$ cat src/rtl/core/lsag_pkg.sv
`default_nettype none

package lsag_pkg;

	localparam logic [63:0] MEMORY_BYTES = 64'd2097152;

	localparam logic [2:0] MODE_UOFF = 3'd0;
	localparam logic [2:0] MODE_ROFF = 3'd1;
	localparam logic [2:0] MODE_PRE  = 3'd2;
	localparam logic [2:0] MODE_POST = 3'd3;
	localparam logic [2:0] MODE_LIT  = 3'd4;
	localparam logic [2:0] MODE_NONE = 3'd5;

	localparam logic [1:0] FAULT_NONE = 2'd0;
	localparam logic [1:0] FAULT_MEM  = 2'd1;
	localparam logic [1:0] FAULT_ZR   = 2'd2;

	localparam logic [4:0] REG_ZR = 5'd31;

	typedef struct packed {
		logic [31:0] instruction;
		logic [63:0] pc;
		logic [63:0] base_value;
		logic [63:0] index_value;
	} lsag_req_t;

	typedef struct packed {
		logic [2:0]  mode;
		logic        is_load;
		logic        wide;
		logic [4:0]  target_reg;
		logic [4:0]  base_reg;
		logic [4:0]  index_reg;
		logic [63:0] address;
		logic        writeback;
		logic [63:0] writeback_value;
		logic [1:0]  fault;
		logic [63:0] next_pc;
	} lsag_res_t;

endpackage

`default_nettype wire

$ cat src/rtl/core/lsag_in_if.sv
`default_nettype none

interface lsag_in_if;
	logic        valid;
	logic        ready;
	logic [31:0] instruction;
	logic [63:0] pc;
	logic [63:0] base_value;
	logic [63:0] index_value;

	modport source (
		output valid, instruction, pc, base_value, index_value,
		input  ready
	);

	modport sink (
		input  valid, instruction, pc, base_value, index_value,
		output ready
	);
endinterface

`default_nettype wire

$ cat src/rtl/core/lsag_out_if.sv
`default_nettype none

interface lsag_out_if;
	logic        valid;
	logic        ready;
	logic [2:0]  mode;
	logic        is_load;
	logic        wide;
	logic [4:0]  target_reg;
	logic [4:0]  base_reg;
	logic [4:0]  index_reg;
	logic [63:0] address;
	logic        writeback;
	logic [63:0] writeback_value;
	logic [1:0]  fault;
	logic [63:0] next_pc;

	modport source (
		output valid, mode, is_load, wide, target_reg, base_reg, index_reg,
		address, writeback, writeback_value, fault, next_pc,
		input  ready
	);

	modport sink (
		input  valid, mode, is_load, wide, target_reg, base_reg, index_reg,
		address, writeback, writeback_value, fault, next_pc,
		output ready
	);
endinterface

`default_nettype wire

$ cat src/rtl/core/lsag_agu.sv
`default_nettype none

module lsag_agu (
	input  lsag_pkg::lsag_req_t req,
	output lsag_pkg::lsag_res_t res
);
	import lsag_pkg::*;

	logic [31:0] w;
	logic        transfer;
	logic        literal;
	logic        uoff;
	logic        roff;
	logic        prepost;
	logic        pre;
	logic [4:0]  rt;
	logic [4:0]  rn;
	logic [4:0]  rm;
	logic [63:0] opa;
	logic [63:0] opb;
	logic [63:0] sum;
	logic [63:0] checked;
	logic        zr_fault;
	logic        mem_fault;
	logic [1:0]  fault;
	logic [2:0]  mode;

	assign w        = req.instruction;
	assign transfer = w[31] & w[29];
	assign literal  = ~w[31] & ~w[29] & ~w[24];
	assign uoff     = transfer & w[24];
	assign roff     = transfer & ~w[24] & w[21];
	assign prepost  = transfer & ~w[24] & ~w[21];
	assign pre      = prepost & w[11];
	assign rt       = w[4:0];
	assign rn       = w[9:5];
	assign rm       = w[20:16];

	// one shared adder for every addressing form
	always_comb begin
		opa = literal ? req.pc : req.base_value;
		if (uoff) begin
			opb = w[30] ? {49'd0, w[21:10], 3'b000} : {50'd0, w[21:10], 2'b00};
		end else if (roff) begin
			opb = req.index_value;
		end else if (prepost) begin
			opb = {{55{w[20]}}, w[20:12]};
		end else begin
			opb = {{43{w[23]}}, w[23:5], 2'b00};
		end
	end

	assign sum     = opa + opb;
	assign checked = prepost ? req.base_value : sum;

	assign zr_fault  = (rt == REG_ZR) | (transfer & (rn == REG_ZR)) | (roff & (rm == REG_ZR));
	assign mem_fault = checked >= MEMORY_BYTES;

	always_comb begin
		if (zr_fault) begin
			fault = FAULT_ZR;
		end else if (mem_fault) begin
			fault = FAULT_MEM;
		end else begin
			fault = FAULT_NONE;
		end
	end

	always_comb begin
		if (uoff) begin
			mode = MODE_UOFF;
		end else if (roff) begin
			mode = MODE_ROFF;
		end else if (pre) begin
			mode = MODE_PRE;
		end else if (prepost) begin
			mode = MODE_POST;
		end else if (literal) begin
			mode = MODE_LIT;
		end else begin
			mode = MODE_NONE;
		end
	end

	always_comb begin
		res                 = '0;
		res.mode            = mode;
		res.next_pc         = req.pc;
		if (transfer || literal) begin
			res.is_load         = literal ? 1'b1 : w[22];
			res.wide            = w[30];
			res.target_reg      = rt;
			res.base_reg        = transfer ? rn : 5'd0;
			res.index_reg       = roff ? rm : 5'd0;
			res.address         = (prepost && !pre) ? req.base_value : sum;
			res.writeback_value = prepost ? sum : 64'd0;
			res.fault           = fault;
			res.writeback       = prepost && (fault == FAULT_NONE);
			if (fault == FAULT_NONE) begin
				res.next_pc = req.pc + 64'd4;
			end
		end
	end

endmodule

`default_nettype wire

$ cat src/rtl/core/load_store_address_generation_top.sv
// load/store address generation
//
// req carries one instruction word with the program counter and the values of
// the base and index registers; rsp returns the decoded access: mode, load or
// store, width, register numbers, effective address, base writeback and its
// value, fault code and next pc. both channels use valid/ready and a
// transaction moves on a rising clk edge with both high.
//
// the block is a two-register pipeline: an input register, then decode and a
// single 64-bit address adder with the memory-bound compare, then a result
// register. a transaction goes through the input register, then the result
// register to rsp; one per cycle moves each way while rsp.ready stays high.
//
// a stall on rsp holds the result register; the input register keeps taking
// a new transaction as long as it is empty or can move forward, so req.ready
// drops only when both registers are full and rsp.ready is low.
// arst_n clears both valid flags at once; no transaction is lost or repeated.
`default_nettype none

module load_store_address_generation_top (
	input  wire        clk,
	input  wire        arst_n,
	lsag_in_if.sink    req,
	lsag_out_if.source rsp
);
	import lsag_pkg::*;

	logic      valid_s1;
	logic      valid_s2;
	lsag_req_t req_s1;
	lsag_res_t res_s2;
	lsag_res_t res;
	logic      ready_s1;
	logic      ready_s2;

	assign ready_s2  = ~valid_s2 | rsp.ready;
	assign ready_s1  = ~valid_s1 | ready_s2;
	assign req.ready = ready_s1;

	lsag_agu u_agu (
		.req (req_s1),
		.res (res)
	);

	always_ff @(posedge clk or negedge arst_n) begin
		if (!arst_n) begin
			valid_s1 <= 1'b0;
			valid_s2 <= 1'b0;
		end else begin
			if (ready_s1) begin
				valid_s1 <= req.valid;
			end
			if (ready_s2) begin
				valid_s2 <= valid_s1;
			end
		end
	end

	always_ff @(posedge clk) begin
		if (req.valid && ready_s1) begin
			req_s1.instruction <= req.instruction;
			req_s1.pc          <= req.pc;
			req_s1.base_value  <= req.base_value;
			req_s1.index_value <= req.index_value;
		end
		if (valid_s1 && ready_s2) begin
			res_s2 <= res;
		end
	end

	assign rsp.valid           = valid_s2;
	assign rsp.mode            = res_s2.mode;
	assign rsp.is_load         = res_s2.is_load;
	assign rsp.wide            = res_s2.wide;
	assign rsp.target_reg      = res_s2.target_reg;
	assign rsp.base_reg        = res_s2.base_reg;
	assign rsp.index_reg       = res_s2.index_reg;
	assign rsp.address         = res_s2.address;
	assign rsp.writeback       = res_s2.writeback;
	assign rsp.writeback_value = res_s2.writeback_value;
	assign rsp.fault           = res_s2.fault;
	assign rsp.next_pc         = res_s2.next_pc;

endmodule

`default_nettype wire
$ cat src/flat_wrapper.sv
// flat-port wrapper written by rule: the top's interface ports become plain ports
module load_store_address_generation_top_flat import lsag_pkg::*;
  (clk, arst_n, req_valid, req_instruction, req_pc, req_base_value, req_index_value, req_ready, rsp_valid, rsp_mode, rsp_is_load, rsp_wide, rsp_target_reg, rsp_base_reg, rsp_index_reg, rsp_address, rsp_writeback, rsp_writeback_value, rsp_fault, rsp_next_pc, rsp_ready);
  lsag_in_if req_i ();
  lsag_out_if rsp_i ();
  input  wire clk;
  input  wire arst_n;
  input wire logic [$bits(req_i.valid)-1:0] req_valid;
  input wire logic [$bits(req_i.instruction)-1:0] req_instruction;
  input wire logic [$bits(req_i.pc)-1:0] req_pc;
  input wire logic [$bits(req_i.base_value)-1:0] req_base_value;
  input wire logic [$bits(req_i.index_value)-1:0] req_index_value;
  output wire logic [$bits(req_i.ready)-1:0] req_ready;
  output wire logic [$bits(rsp_i.valid)-1:0] rsp_valid;
  output wire logic [$bits(rsp_i.mode)-1:0] rsp_mode;
  output wire logic [$bits(rsp_i.is_load)-1:0] rsp_is_load;
  output wire logic [$bits(rsp_i.wide)-1:0] rsp_wide;
  output wire logic [$bits(rsp_i.target_reg)-1:0] rsp_target_reg;
  output wire logic [$bits(rsp_i.base_reg)-1:0] rsp_base_reg;
  output wire logic [$bits(rsp_i.index_reg)-1:0] rsp_index_reg;
  output wire logic [$bits(rsp_i.address)-1:0] rsp_address;
  output wire logic [$bits(rsp_i.writeback)-1:0] rsp_writeback;
  output wire logic [$bits(rsp_i.writeback_value)-1:0] rsp_writeback_value;
  output wire logic [$bits(rsp_i.fault)-1:0] rsp_fault;
  output wire logic [$bits(rsp_i.next_pc)-1:0] rsp_next_pc;
  input wire logic [$bits(rsp_i.ready)-1:0] rsp_ready;
  assign req_i.valid = req_valid;
  assign req_i.instruction = req_instruction;
  assign req_i.pc = req_pc;
  assign req_i.base_value = req_base_value;
  assign req_i.index_value = req_index_value;
  assign req_ready = req_i.ready;
  assign rsp_valid = rsp_i.valid;
  assign rsp_mode = rsp_i.mode;
  assign rsp_is_load = rsp_i.is_load;
  assign rsp_wide = rsp_i.wide;
  assign rsp_target_reg = rsp_i.target_reg;
  assign rsp_base_reg = rsp_i.base_reg;
  assign rsp_index_reg = rsp_i.index_reg;
  assign rsp_address = rsp_i.address;
  assign rsp_writeback = rsp_i.writeback;
  assign rsp_writeback_value = rsp_i.writeback_value;
  assign rsp_fault = rsp_i.fault;
  assign rsp_next_pc = rsp_i.next_pc;
  assign rsp_i.ready = rsp_ready;
  load_store_address_generation_top u_core (.clk(clk), .arst_n(arst_n), .req(req_i), .rsp(rsp_i));
endmodule
$ cat config.mk
export PLATFORM = sky130hd
export DESIGN_NAME = load_store_address_generation_top_flat
export DESIGN_NICKNAME = d
export VERILOG_FILES = /design/src/rtl/core/lsag_pkg.sv /design/src/rtl/core/lsag_in_if.sv /design/src/rtl/core/lsag_out_if.sv /design/src/rtl/core/lsag_agu.sv /design/src/rtl/core/load_store_address_generation_top.sv /design/src/flat_wrapper.sv
export SDC_FILE = /design/constraint.sdc
export NUM_CORES = 1
export LEC_CHECK = 0
export CAP_MARGIN = 30
export CORE_MARGIN = 2
export CORE_UTILIZATION = 45
export CTS_BUF_LIST = sky130_fd_sc_hd__clkbuf_4 sky130_fd_sc_hd__clkbuf_8
export DETAILED_ROUTE_END_ITERATION = 16
export DONT_BUFFER_PORTS = 1
export PLACE_DENSITY = 0.71
export SLEW_MARGIN = 25
export SYNTH_ARGS = -nofsm -noshare
export SYNTH_HDL_FRONTEND = slang
export SYNTH_SLANG_ARGS = --single-unit
export TNS_END_PERCENT = 100
$ cat constraint.sdc
create_clock -name clk -period 14.6 [get_ports clk]
set_input_delay 2.19 -clock clk [delete_from_list [all_inputs] [get_ports clk]]
set_output_delay 2.19 -clock clk [all_outputs]
set_load 0.005 [all_outputs]
Word level (Yosys, flattened, before mapping)
Cells that the tools add are included.
{"block": "totals", "ff_bits": 441, "inputBits": 228, "output_inout_bits": 217, "elab_cells": 73}
{"block": "classes", "add_sub_neg": 2, "n_lt_le_gt_ge": 1, "eq_ne": 3, "n_mux": 16, "n_bitwise": 20, "n_reduce_logical": 12}
{"cell": "$mux 64", "count": 8}
{"cell": "$add 64x3->64 const B", "count": 1}
{"cell": "$add 64x64->64", "count": 1}
{"cell": "$ge 64x22->1 const B", "count": 1}
{"cell": "$eq 5x5->1 const B", "count": 3}
{"cell": "$mux 15", "count": 1}
{"cell": "$and 1x1->1", "count": 10}
{"cell": "$mux 2", "count": 3}
{"cell": "$not 1->1", "count": 6}
{"cell": "$reduce_and 2->1", "count": 3}
{"cell": "$logic_and 1x1->1", "count": 4}
{"cell": "$mux 1", "count": 4}
{"cell": "$or 1x1->1", "count": 4}
{"cell": "$reduce_or 4->1", "count": 1}
{"cell": "$logic_not 2->1", "count": 1}
{"cell": "$reduce_or 2->1", "count": 1}
{"cell": "$logic_not 1->1", "count": 1}
{"cell": "$logic_or 1x1->1", "count": 1}

Depth between registers and ports, before layout
{"block": "logic_depth", "depth_word": 14, "depth_mapped": 23, "depth_no_buf": 18}

Modules after synthesis
Synthesis repeated with hierarchy kept, for this count alone.
{"block": "hier_totals", "cells_unflattened": 2031, "area_unflattened_um2": 22775.6}
{"mod": "load_store_address_generation_top", "n_inst": 1, "cells_each": 447, "area_each_um2": 13286.5, "seq_area_each_um2": 13232.7}
{"mod": "lsag_agu", "n_inst": 1, "cells_each": 1584, "area_each_um2": 9489.1, "seq_area_each_um2": 0.0}

Least setup slack after synthesis
Ideal clock, no wire load.
{"block": "synth_timing", "path_type": "input to register", "startpoint": "input port rsp_ready", "endpoint": "register u_core.req_s1[0] in the netlist's numbering (enable)", "setup_ns": 0.609, "arrival_ns": 7.384, "required_ns": 13.991, "slack_ns": 6.607, "cell_stages": 2, "n_path_buf": 0, "cell_sequence": "nand3b_1 -> and2_1"}
{"block": "synth_via", "elab_chain_cells": 3}
{"item": "start: declaration", "line_no": "flat_wrapper.sv:26", "text": "input wire logic [$bits(rsp_i.ready)-1:0] rsp_ready;"}
{"item": "$or 1x1->1", "line_no": "load_store_address_generation_top.sv:36", "text": "assign ready_s2 = ~valid_s2 | rsp.ready;"}
{"item": "$or 1x1->1", "line_no": "load_store_address_generation_top.sv:37", "text": "assign ready_s1 = ~valid_s1 | ready_s2;"}
{"item": "$logic_and 1x1->1", "line_no": "load_store_address_generation_top.sv:60", "text": "if (req.valid && ready_s1) begin"}
{"item": "end: declaration", "line_no": "load_store_address_generation_top.sv:30", "text": "lsag_req_t req_s1;"}
Every way passes these cells.
A chain may end at the register's enable or synchronous reset.

==> flow_summary_export.csv <==
group,metric,value,unit
route,drtPass1Iterations,5,
yosys,synth_seq_area_share,0.5753,
layout,layout.cells.most_common_list,"435 x edfxtp_1, 335 x nor2_1, 161 x nand2_1",
timing,post-route-period-util,0.6058,
clock_tree,cts_tree,"built",
route,initialDrtViolationCount,1599,
global_routing,layer_carrying_the_most_global_route_usage,"met2",
route,antenna_violating_nets_post_route,0,
yosys,net_count_after_synthesis,2316,
timing,worst_slew_pin_slew,1166,ps
yosys,synthesis.area_per_instance,11.27,µm²
job,cap_violations,0,
global_routing,grt_util_met1,0.3764,
yosys,yosys.cell_types.count,91,
global_routing,met2_usage,0.4340,
yosys,yosys_register_bits,437,
clock_tree,cts.hold.buffers_added,0,
timing,timing.clock.skew,23.03,ps
yosys,synth_top_flop_cell,"edfxtp_1",
status,status,"complete, no violations",
layout,fillerInstances,4529,
setup_path,worst-endpoint-arrival,9250,ps
setup_path,crit_path_cell_trace,"and2_1 -> clkinv_1 -> nor3_1 -> a21oi_4 -> buf_4 -> nor2_1 -> ha_1 -> a21oi_1 -> o21ai_0 -> a21oi_1 -> a21boi_1 -> a21boi_1 -> nand2b_1 -> o311ai_1 -> nand4_1 -> nor4_1 -> a31oi_4 -> buf_4 -> nor2_1 -> mux2_2",
setup_path,timing.critical_path.slowest_cell_delay,960,ps
placed_design,port_buffers,0,
timing,postLayoutSetupSlackWorst,5755,ps
timing,period_needed,8845,ps
global_routing,total_congestion_overflow,0,
timing,final_max_slew_viol_count,0,
clock_tree,clockRootBuffer,"clkbuf_8",
yosys,netlist_area,22790,µm²
setup_path,worst_setup_path_start_kind,"register",
clock_tree,cts.repair_timing.setup_buffer_count,0,
layout,area_delta_synth_final,9.606,%
layout,layout-drive-gt1-share,0.1274,
power_and_ir_drop,static-leakage-power,8.774,nW
clock_tree,clock_tree.htree_level_count,3,
yosys,yosys.area.top_type_share,0.5731,
yosys,synth_top_cell_by_area,"edfxtp_1",
clock_tree,clkSlewWorstSetupHoldPaths,60,ps
die,floorplan.rows,82,
power_and_ir_drop,power.density_cell_area,135.3,nW/µm²
route,dr_total_vias,16900,
placed_design,dp_slack,5989,ps
layout,layout_commonest_cell,"edfxtp_1",
global_routing,grt_first_pass_wirelength,106.5,mm
timing,timing.slew.headroom,0.2101,
yosys,synth.area.top_cells,"edfxtp_1 57%, nor2_1 5.5%, ha_1 3.5%",
setup_path,crit_path_max_fanout,44,
yosys,async_flop_share,0.004577,
layout,regMostFlops,"u_core.req_s1",
timing,report.final.setup_viol,0,
global_routing,grt_max_degree,81,
yosys,syn-instance-count,2023,
global_routing,antenna_found_initial,15,
setup_path,critical_path.endpoint_type,"register",
clock_tree,cts_sinks,437,
route,wl_per_cell,26.90,µm
setup_path,cp_top_family,"simple AND/OR/NAND/NOR gates",
worst_hold_path,hold_path.class,"register to register",
yosys,synthesis.yosys.warnings,0,
global_routing,m3_gr_usage,0.06773,
power_and_ir_drop,vdd_ir_drop_max,90.10,µV
layout,max_ffs_per_register,220,
placed_design,hpwl,55.58,mm
clock_tree,cts_buffers,73,
timing,max_clock_freq,0.1131,GHz
timing,hold_slack,468.0,ps
clock_tree,count_of_cells_resized_by_post_cts_repair,0,
clock_tree,maximum_buffer_depth_of_the_clock_tree,3,
global_routing,grt_pass1_vias,16110,
die,floorplan.die.height,229.1,µm
route,postRouteWirelength,73.98,mm
layout,nets,2313,
route,drt-vias-per-instance,6.146,
global_routing,grt_util_all_layers,0.2743,
layout,multi_input_logic_area,9239,µm²
placed_design,finalWeightedCongestion,0.9155,
die,start_util,0.4552,
layout,sequential_cell_area,13110,µm²
yosys,synth_enable_flop_cells,435,
die,floorplan.io_pins,445,
die,core_area,50070,µm²
die,die-width,229.1,µm
clock_tree,clkLatencyLatePin,660,ps
timing,timing.setup.tns,0,ps
timing,timing.final.hold_violations,0,
setup_path,required,15000,ps
die,die_area,52470,µm²
timing,unrepaired_setup_endpoints_after_global_routing,"no",
setup_path,path_class,"register to register",
setup_path,buf_inv_stages_crit_path,3,
setup_path,worst_path_max_delay_cell,"clkinv_1",
route,drc,0,
==> metrics by stage <==
step | utilization | power (mW) | instances | instance area (µm²)
after floorplan | - | 2.063 | 2023 | 22790
after global placement | 0.4675 | 2.267 | 2611 | 23410
after detailed placement | 0.4683 | 2.280 | 2614 | 23450
after CTS | 0.4975 | 3.387 | 2742 | 24910
after global routing | 0.4989 | 3.518 | 2748 | 24980
final | 0.4990 | 3.381 | 2750 | 24980
==> layout make-up <==
cell class / instances / area share
Inverter: 28 / 0.004207
Antenna cell: 5 / 0.0005008
Multi-Input combinational cell: 1457 / 0.3698
Clock inverter: 36 / 0.01247
Clock buffer: 92 / 0.04593
Timing Repair Buffer: 23 / 0.008564
Tap cell: 672 / 0.03366
Sequential cell: 437 / 0.5249
==> logic make-up after synthesis <==
kind of cell	after synthesis	synth area share
AOI/OAI and AO/OA	408	0.1159
xor gates and xnor gates	104	0.03996
adders and majority gates	65	0.03601
buffers and inverters	129	0.02295
DFF	437	0.5753
muxes	90	0.04337
and+or+nand+nor	790	0.1665
==> worst register-to-register path: stages (launching register included) <==
cell	delay (ps)
edfxtp_1	420
and2_1	660
clkinv_1	960
nor3_1	600
a21oi_4	40
buf_4	310
nor2_1	190
ha_1	330
a21oi_1	360
o21ai_0	160
a21oi_1	280
a21boi_1	330
a21boi_1	140
nand2b_1	160
o311ai_1	950
nand4_1	410
nor4_1	730
a31oi_4	450
buf_4	410
nor2_1	330
mux2_2	360
==> per-layer routing <==
layer,vias up,share of wire
li1,7567,-
met1,8318,0.43
met2,873,0.46
met3,126,0.085
met4,18,0.022
met5,-,0.0016
==> synth_stat cells (all sizes together) (37+ instances only) <==
master    n
edfxtp  435
nor2    337
nand2   162
a21oi   159
o21ai    79
xor2     76
clkbuf   73
mux2     70
ha       64
nand4    54
nor4     44
nor3     42
nand3    37
==> power by group <==
| part | switching [mW] | leakage [nW] | internal [mW] |
|---|---|---|---|
| Sequential | 0.0763 | 4.26 | 1.51 |
| Clock | 0.501 | 0.746 | 0.607 |
| Combinational | 0.467 | 3.77 | 0.223 |
==> worst paths after layout <==
path                                     from               endpoint  slack [ps]  cells after the start
max                        u_core.req_s1[221]  u_core.rsp.next_pc[3]        5760                     20
min                        u_core.req_s1[129]  u_core.rsp.next_pc[1]         470                      0
max reg2reg                u_core.req_s1[221]  u_core.rsp.next_pc[3]        5760                     20
min reg2reg                u_core.req_s1[129]  u_core.rsp.next_pc[1]         470                      0
max in group asynchronous              arst_n       u_core.rsp.valid       13300                      0
min in group asynchronous              arst_n        u_core.valid_s1        1230                      0
No activity file was read; power rests on OpenSTA's default activity.
